<file path="src/hdl/sfq_pkg.sv">
`timescale 1ns / 1ps

package sfq_pkg;

   localparam int DEPTH    = 16;
   localparam int WORD_W   = 32;
   localparam int CNT_W    = 5;   // count_after field width, holds 0..DEPTH
   localparam int CAP_W    = 5;   // capacity register width
   localparam int CMD_W    = 3;
   localparam int REQ_W    = 40;  // command + value, padded to whole bytes
   localparam int RSP_W    = 40;  // data_out + count + flags, whole bytes
   localparam logic [CAP_W-1:0] CAP_RESET = CAP_W'(16);

   typedef enum logic [CMD_W-1:0] {
      CMD_ENQUEUE = 3'd0,
      CMD_DEQUEUE = 3'd1,
      CMD_PEEK    = 3'd2,
      CMD_UPDATE  = 3'd3,
      CMD_CLEAR   = 3'd4
   } sfq_cmd_type;

   // per-cell strobes: load takes the fresh word, shift takes the neighbour's
   typedef struct packed {
      logic load;
      logic shift;
   } sfq_cell_ctl_type;

endpackage

</file>
<file path="src/hdl/sfq_cell.sv">
`timescale 1ns / 1ps

module sfq_cell
   import sfq_pkg::*;
(
   input  logic                clock,
   input  sfq_cell_ctl_type    ctl,
   input  logic [WORD_W-1:0]   load_word,
   input  logic [WORD_W-1:0]   next_word,   // from the cell one place further back
   output logic [WORD_W-1:0]   word
);

   logic [WORD_W-1:0] word_ff;
   logic [WORD_W-1:0] word_in;

   always_comb begin
      word_in = word_ff;
      if (ctl.load) begin
         word_in = load_word;
      end else if (ctl.shift) begin
         word_in = next_word;
      end
   end

   always_ff @(posedge clock) begin
      word_ff <= word_in;
   end

   assign word = word_ff;

endmodule

</file>
<file path="src/hdl/shifting_fifo_queue_top.sv">
`timescale 1ns / 1ps

// Shifting FIFO of signed 32-bit words, head always in cell 0.
// req_ channel: one command word per handshake (enqueue, dequeue, peek,
//   update head, clear) with a value. rsp_ channel: one result word per
//   command with the head data, the count after the command and the
//   empty / full / took-effect flags.
// csr_ channel: writes the capacity (0..16, larger saturates to 16); the user must
//   write it only while the queue is quiet; the block does not enforce this. csr_ready is always high.
// Timing: the result is registered, so it shows on rsp_ in the cycle after
//   the command is taken. One command per cycle while rsp_ is not stalled; the whole
//   cell row shifts, loads or holds at once for each command.
// Stall: a held result blocks req_tready only until rsp_tready takes it;
//   a result being taken frees the register for the next command at once.
// Reset: count 0, capacity 16, no result pending. Cell contents are not
//   cleared - a cell is only read after it has been written.
module shifting_fifo_queue_top
   import sfq_pkg::*;
(
   input  logic               clock,
   input  logic               reset,
   input  logic               req_tvalid,
   output logic               req_tready,
   input  logic [REQ_W-1:0]   req_tdata,   // [2:0] command, [34:3] value, rest zero
   output logic               rsp_tvalid,
   input  logic               rsp_tready,
   output logic [RSP_W-1:0]   rsp_tdata,   // [31:0] data_out, [36:32] count_after,
                                           // [37] is_empty, [38] is_full, [39] took_effect
   input  logic               csr_valid,
   output logic               csr_ready,
   input  logic [CAP_W-1:0]   csr_data     // capacity
);

   logic [CMD_W-1:0]  req_command;
   logic [WORD_W-1:0] req_value;
   logic              req_fire;

   logic [CNT_W-1:0]  occ_ff, occ_in;
   logic [CAP_W-1:0]  cap_ff;
   logic [CNT_W-1:0]  cap_eff;

   logic              rsp_valid_ff;
   logic [RSP_W-1:0]  rsp_data_ff;

   logic [WORD_W-1:0] data_out;
   logic              took;
   logic              enq_load;
   logic              upd_load;
   logic              deq_shift;
   logic              is_empty;
   logic              is_full;

   logic [WORD_W-1:0]  cell_word [DEPTH];
   sfq_cell_ctl_type   cell_ctl  [DEPTH];

   assign req_command = req_tdata[CMD_W-1:0];
   assign req_value   = req_tdata[CMD_W+WORD_W-1:CMD_W];

   // output register frees up in the same cycle it is drained
   assign req_tready = !rsp_valid_ff || rsp_tready;
   assign req_fire   = req_tvalid && req_tready;
   assign csr_ready  = 1'b1;

   assign cap_eff = (CNT_W'(cap_ff) > CNT_W'(DEPTH)) ? CNT_W'(DEPTH) : CNT_W'(cap_ff);

   // command decode against the current count
   always_comb begin
      occ_in    = occ_ff;
      data_out  = '0;
      took      = 1'b0;
      enq_load  = 1'b0;
      upd_load  = 1'b0;
      deq_shift = 1'b0;
      case (sfq_cmd_type'(req_command))
         CMD_ENQUEUE: begin
            if (occ_ff < cap_eff) begin
               occ_in   = occ_ff + CNT_W'(1);
               took     = 1'b1;
               enq_load = 1'b1;
            end
         end
         CMD_DEQUEUE: begin
            if (occ_ff != '0) begin
               data_out  = cell_word[0];
               occ_in    = occ_ff - CNT_W'(1);
               took      = 1'b1;
               deq_shift = 1'b1;
            end
         end
         CMD_PEEK: begin
            if (occ_ff != '0) begin
               data_out = cell_word[0];
               took     = 1'b1;
            end
         end
         CMD_UPDATE: begin
            if (occ_ff != '0) begin
               took     = 1'b1;
               upd_load = 1'b1;
            end
         end
         CMD_CLEAR: begin
            occ_in = '0;
            took   = 1'b1;
         end
         default: begin
         end
      endcase
   end

   assign is_empty = (occ_in == '0);
   assign is_full  = (occ_in >= cap_eff);

   // per-cell strobes; shifting cells past the count is harmless
   always_comb begin
      for (int i = 0; i < DEPTH; i++) begin
         cell_ctl[i].load  = req_fire &&
                             ((enq_load && (occ_ff == CNT_W'(i))) || (upd_load && (i == 0)));
         cell_ctl[i].shift = req_fire && deq_shift;
      end
   end

   for (genvar g = 0; g < DEPTH; g++) begin : g_cell
      if (g == DEPTH - 1) begin : g_tail
         sfq_cell u_cell (
            .clock     (clock),
            .ctl       (cell_ctl[g]),
            .load_word (req_value),
            .next_word (cell_word[g]),
            .word      (cell_word[g])
         );
      end else begin : g_body
         sfq_cell u_cell (
            .clock     (clock),
            .ctl       (cell_ctl[g]),
            .load_word (req_value),
            .next_word (cell_word[g+1]),
            .word      (cell_word[g])
         );
      end
   end

   always_ff @(posedge clock) begin
      if (reset) begin
         occ_ff       <= '0;
         cap_ff       <= CAP_RESET;
         rsp_valid_ff <= 1'b0;
      end else begin
         if (csr_valid && csr_ready) begin
            cap_ff <= csr_data;
         end
         if (req_fire) begin
            occ_ff       <= occ_in;
            rsp_valid_ff <= 1'b1;
         end else if (rsp_tready) begin
            rsp_valid_ff <= 1'b0;
         end
      end
   end

   // result word, no reset needed
   always_ff @(posedge clock) begin
      if (req_fire) begin
         rsp_data_ff <= {took, is_full, is_empty, occ_in, data_out};
      end
   end

   assign rsp_tvalid = rsp_valid_ff;
   assign rsp_tdata  = rsp_data_ff;

endmodule

</file>
<file path="config.mk">
export PLATFORM = sky130hd
export DESIGN_NAME = shifting_fifo_queue_top
export DESIGN_NICKNAME = d
export VERILOG_FILES = /design/src/hdl/sfq_pkg.sv /design/src/hdl/sfq_cell.sv /design/src/hdl/shifting_fifo_queue_top.sv
export SDC_FILE = /design/constraint.sdc
export NUM_CORES = 1
export LEC_CHECK = 0
export ABC_CLOCK_PERIOD_IN_PS = 3800
export BUFFER_PORTS_ARGS = -buffer_cell sky130_fd_sc_hd__buf_2
export CORE_MARGIN = 4
export CORE_UTILIZATION = 35
export DETAILED_ROUTE_END_ITERATION = 10
export GPL_ROUTABILITY_DRIVEN = 0
export GPL_TIMING_DRIVEN = 1
export MAX_ROUTING_LAYER = met4
export PLACE_DENSITY_LB_ADDON = 0.2
export SYNTH_ARGS = -nofsm -noshare
export SYNTH_HDL_FRONTEND = slang
export SYNTH_SLANG_ARGS = --single-unit
</file>
<file path="constraint.sdc">
create_clock -name clock -period 3.8 [get_ports clock]
set_input_delay 0.57 -clock clock [delete_from_list [all_inputs] [get_ports clock]]
set_output_delay 0.57 -clock clock [all_outputs]
set_load 0.005 [all_outputs]
</file>
Word level (Yosys, flattened, before mapping)
Index checks and enable logic that the tools add are counted.
- logic and storage cells: 147
- output and inout port bits: 43
- input bits: 50
- register bits after elaboration: 563
- add/subtract/negate cells: 2
- eq/ne operators: 19
- order comparisons: 3
- reduce and logical (&&, ||, !) cells: 60
- mux-type cells: 42
- operators with widths (operator ; count):
    $mux 32 ; 30
    $eq 5x4->1 const B ; 8
    $logic_and 1x1->1 ; 34
    $reduce_bool 2->1 ; 16
    $eq 5x3->1 const B ; 4
    $mux 5 ; 3
    $pmux 5 s3 ; 1
    $eq 5x2->1 const B ; 2
    $logic_not 5->1 ; 2
    $mux 1 ; 7
    $eq 3x2->1 const B ; 2
    $add 5x1->5 const B ; 1
    $eq 5x1->1 const B ; 1
    $ge 5x5->1 ; 1
    $gt 5x5->1 const B ; 1
    $lt 5x5->1 ; 1
    $reduce_bool 5->1 ; 1
    $sub 5x1->5 const B ; 1
    $eq 3x1->1 const B ; 1
    $eq 3x3->1 const B ; 1
    $logic_not 3->1 ; 1
    $pmux 1 s3 ; 1
    $reduce_or 3->1 ; 1
    $logic_or 1x1->1 ; 2
    other kinds (3) ; 3

Logic depth before layout (Yosys ltp)
- word-level depth: 9
- gate-level depth with buffers: 15
- gate-level depth less buffers: 15

Cells and area by module
From an unflattened synthesis, not the netlist that was laid out.
- cells, all modules: 1344
- area total of the unflattened synthesis: 26740.6 µm²
- modules (own cells, without submodules) (module ; cells an instance ; seq. area each (µm²) ; area an instance (µm²) ; instances):
    sfq_cell ; 69 ; 960.9 ; 1507.7 ; 16
    shifting_fifo_queue_top ; 240 ; 1421.4 ; 2617.5 ; 1

Worst setup path after synthesis
OpenSTA, ideal clock, no wires.
- path kind: register -> register
- from: reg cap_ff[4]
- to: reg rsp_data_ff[38] (netlist: rsp_tdata[38]), data pin
- data arrival time: 3.321 ns
- library setup time: 0.254 ns
- data required time: 3.546 ns
- period minus slack after synthesis: 3.575 ns
- path slack: 0.225 ns
- cell stages (with the launch flop): 14
- buffers on the path: 0
- cell sequence: dfxtp_1 > inv_1 > nand2_1 > ha_1 > and3_1 > a221oi_1 > nand2_1 > or4_1 > o211ai_1 > ha_1 > a21o_1 > a21o_1 > maj3_1 > a21o_1
- cells in the longest elaborated chain, start to end: 6
- ends and longest elaborated chain (what ; RTL line ; text):
    from (decl) ; shifting_fifo_queue_top.sv:39 ; logic [CAP_W-1:0] cap_ff;
    from (signal assigned) ; shifting_fifo_queue_top.sv:150 ; cap_ff <= csr_data;
    $gt 5x5->1 ; shifting_fifo_queue_top.sv:64 ; assign cap_eff = (CNT_W'(cap_ff) > CNT_W'(DEPTH)) ? CNT_W'(DEPTH) : CNT_W'(cap_ff);
    $mux 5 (*) ; shifting_fifo_queue_top.sv:64 ;
    $lt 5x5->1 (*) ; shifting_fifo_queue_top.sv:76 ; if (occ_ff < cap_eff) begin
    $mux 5 (*) ; shifting_fifo_queue_top.sv:76 ;
    $pmux 5 s3 (*) ; shifting_fifo_queue_top.sv:74 ; case (sfq_cmd_type'(req_command))
    net occ_in[1] ; shifting_fifo_queue_top.sv:38 ; logic [CNT_W-1:0] occ_ff, occ_in;
    $ge 5x5->1 (*) ; shifting_fifo_queue_top.sv:112 ; assign is_full = (occ_in >= cap_eff);
    net is_full ; shifting_fifo_queue_top.sv:51 ; logic is_full;
    to (signal assigned) ; shifting_fifo_queue_top.sv:164 ; rsp_data_ff <= {took, is_full, is_empty, occ_in, data_out};
    to (decl) ; shifting_fifo_queue_top.sv:43 ; logic [RSP_W-1:0] rsp_data_ff;
The timed path passes the listed nets; every way through them passes the cells marked *.
A chain may end at the register's enable or synchronous reset.

Final worst setup path
- from: reg cap_ff[4]
- to: reg g_cell[9].g_body.u_cell.word_ff[21], data pin
- cells in the longest elaborated chain, start to end: 8
- ends and longest elaborated chain (what ; RTL line ; text):
    $gt 5x5->1 ; shifting_fifo_queue_top.sv:64 ;
    $mux 5 (*) ; shifting_fifo_queue_top.sv:64 ;
    $lt 5x5->1 (*) ; shifting_fifo_queue_top.sv:76 ;
    $mux 1 (*) ; shifting_fifo_queue_top.sv:76 ;
    $mux 1 (*) ; shifting_fifo_queue_top.sv:74 ;
    $logic_and 1x1->1 (*) ; shifting_fifo_queue_top.sv:118 ; ((enq_load && (occ_ff == CNT_W'(i))) || (upd_load && (i == 0)));
    $logic_and 1x1->1 (*) ; shifting_fifo_queue_top.sv:117 ; cell_ctl[i].load = req_fire &&
    $mux 32 (*) ; sfq_cell.sv:18 ; if (ctl.load) begin
    net g_cell[9].g_body.u_cell.word_in[21] ; sfq_cell.sv:14 ; logic [WORD_W-1:0] word_in;
    to (signal assigned) ; sfq_cell.sv:26 ; word_ff <= word_in;
    to (decl) ; sfq_cell.sv:13 ; logic [WORD_W-1:0] word_ff;
Marks and branches as above.

==> impl_metrics.json <==
{
  "grt-ovfl-total": 0,
  "grt-busiest-layer": "met2",
  "critPathSlowestCell": "nor4_4",
  "yosysUniqueCellTypes": 49,
  "io_buffer_count": 86,
  "cts-root-buf": "clkbuf_16",
  "cts_resized": 0,
  "clkLatencyLatePin_ns": 0.61,
  "synth_area_mm2": 0.02379,
  "synth_seq_cells": 563,
  "hold_start": "csr_data[4]",
  "std_cell_rows": 95,
  "powerDensity_mw_per_mm2": 460.0,
  "multi_input_area_mm2": 0.006608,
  "drt.antenna.violating_nets": 0,
  "synth_top_area_share_pct": 69.67,
  "seq_area_mm2": 0.01680,
  "status": "finished clean",
  "fin_setup_tns_ns": 0,
  "synth_commonest_cells": "552 x edfxtp_1, 256 x mux2_1, 224 x mux2_2",
  "worstPathMaxFanout": 22,
  "p_total_mw": 12.52,
  "synth_fp_nets": 1384,
  "yosys.area.top_type": "edfxtp_1",
  "min_period_ns": 3.596,
  "postCtsSetupBuffers": 0,
  "rsz0062_at_grt": "no",
  "synth_ff_type": "edfxtp_1",
  "ys_top_cells_by_area": "edfxtp_1 70%, mux2_1 12%, mux2_2 11%, dfxtp_1 0.93%, and2_1 0.89%",
  "rr_startpoint": "cap_ff[4]",
  "avgSynthCellArea_um2": 18.02,
  "yosys_warnings": 0,
  "num_io_pins": 93,
  "grt_pass1_vias": 11630,
  "startpoint": "cap_ff[4]",
  "cts_sinks": 563,
  "clock.fmax_ghz": 0.2781,
  "cts_buffer_depth": 3,
  "dieArea_mm2": 0.07221,
  "fin_worst_skew_ns": 0.02027,
  "relSlewSlack_pct": 43.33,
  "core_region_area_mm2": 0.06728,
  "viasPerCell": 4.643,
  "use_met1_pct": 12.86,
  "setup_viol_count_final": 0,
  "grt_use_met2_pct": 18.28,
  "synth.most_common_cell": "edfxtp_1",
  "num-fill-cells": 5933,
  "final_layout_size_suffix_gt1_share_pct": 31.39,
  "numCtsBuffers": 57,
  "chipWidth_um": 268.7,
  "fin_crit_sh_pct": 94.62,
  "reg2reg_slack_ns": 0.20,
  "crit_required_ns": 4.15,
  "hpwl_um": 26250,
  "max-cap-violations": 0,
  "hold_buffers": 0,
  "critical_path.startpoint_type": "register",
  "antenna_found_initial": 2,
  "min_path_type": "in -> reg",
  "grt_pass1_wl_um": 61810,
  "worstPathCellList": "inv_1 > nand2_1 > ha_1 > and3_1 > a221o_1 > nor4_4 > and3_1 > nand2_2 > buf_4 > mux2_2",
  "cts_max_level": 2,
  "die_y_um": 268.7,
  "routed_wl_um": 37330,
  "leakage_nw": 9.291,
  "criticalPathCategory": "reg -> reg",
  "worst_setup_path_end_kind": "register",
  "drc": 0,
  "cts_tree": "yes",
  "synth_edf_count": 552,
  "seq_area_frac_synth_pct": 70.60,
  "place_area_mm2": 0.02551,
  "syn_inst": 1320,
  "syn_to_final_growth_pct": 14.41,
  "cp_top_family": "simple AND/OR/NAND/NOR gates",
  "first_pass_iters": 4,
  "initial_core_util_pct": 35.36,
  "tightest_slew_ns": 0.8393,
  "path_buf_inv": 2,
  "vias": 10930,
  "critPathMostFrequentCell": "and3_1",
  "post_drt_wl_per_cell_um": 15.87,
  "fin_nets": 1497,
  "slowest_delay_ns": 0.49,
  "maxSlewViolCount": 0,
  "peakVddDrop_v": 0.0003332,
  "cts.clk_slew.worst_paths_ns": 0.06,
  "async_reset_ff_share_pct": 0,
  "grt_start_max_net_pins": 45,
  "use_met3_pct": 2.245,
  "first_iter_violations": 593,
  "finalHoldViolCount": 0,
  "grt_usage_pct": 10.79,
  "stdcell_area_mm2": 0.02722,
  "worstPathArrival_ns": 3.94
}
## cell families (layout without fill, tap and decap cells)
group / Yosys count / after routing / share of synthesized area, %
other: 1 / 3 / 0.01576
AOI/OAI and AO/OA: 37 / 37 / 1.094
buffers and inverters: 103 / 261 / 1.846
and+or+nand+nor: 115 / 115 / 2.703
muxes: 485 / 485 / 22.93
adders and majority gates: 15 / 15 / 0.7783
xor gates and xnor gates: 1 / 1 / 0.03682
DFF: 563 / 563 / 70.60
## placed cells by master (no fill, tap or decap), drive strengths merged, types with 3 or more instances in the layout
cell / count
nor4: 3
and3: 4
ha: 14
nor3: 5
clkinv: 29
nor2: 8
clkbuf: 72
mux2i: 5
mux2: 480
nor2b: 3
nand2: 38
a31oi: 4
inv: 12
nand3: 4
a21o: 5
o21ai: 3
a21oi: 8
and2: 34
dfxtp: 11
nand2b: 5
o211ai: 4
edfxtp: 552
buf: 146
## sequential cells by signal, summed over array words and instances (netlist names)
signal,cells
g_cell.g_body.u_cell.word,480
cap_ff,5
g_cell.g_tail.u_cell.word,32
occ_ff,5
rsp_tdata,40
rsp_tvalid,1
## power breakdown
group	switching, mW	internal (mW)
Sequential	0.0299	6.90
Combinational	0.291	0.171
Clock	2.25	2.88
Total	2.57	9.95
## metrics by stage
stage / hold slack, ns / util, % / setup WS (ns) / std cells
5_1_grt: 0.1476 / 40.46 / 0.01554 / 2353
2_1_floorplan: 0.4520 / - / 0.2253 / 1320
3_3_place_gp: 0.4915 / 37.92 / 0.1415 / 2247
4_1_cts: 0.1333 / 40.44 / 0.1201 / 2351
3_5_place_dp: 0.5001 / 37.92 / 0.1476 / 2247
6_report: 0.1770 / 40.46 / 0.2044 / 2353
## worst paths after layout
kind | end | cells past startpoint
max reg2reg | g_cell[9].g_body.u_cell.word[21] | 10
max | g_cell[9].g_body.u_cell.word[21] | 10
min | cap_ff[4] | 3
min reg2reg | cap_ff[0] | 2
## final cells by class
| cell class | count | area share, % |
|---|---|---|
| inverters | 11 | 0.1517 |
| flip-flops and latches | 563 | 61.71 |
| clock inverters | 32 | 0.7860 |
| repair buffers | 146 | 3.604 |
| diodes | 2 | 0.01839 |
| clock buffers | 72 | 5.447 |
| multi-input cells | 654 | 24.27 |
| well taps | 873 | 4.013 |
## per-layer routing
| metal | share of wire, % | up-vias | wire [um] |
|---|---|---|---|
| met2 | 50 | 146 | 18740 |
| met4 | 2.6 | 0 | 989 |
| met1 | 43 | 5338 | 16170 |
| li1 | - | 5365 | - |
| met3 | 3.8 | 77 | 1432 |
| met5 | 0 | - | 0 |
## tightest hold or removal path: stages
cell      delay, ns
buf_2          0.08
nand2_1        0.04
o211ai_1       0.06
Power figures use the tool's default switching activity.
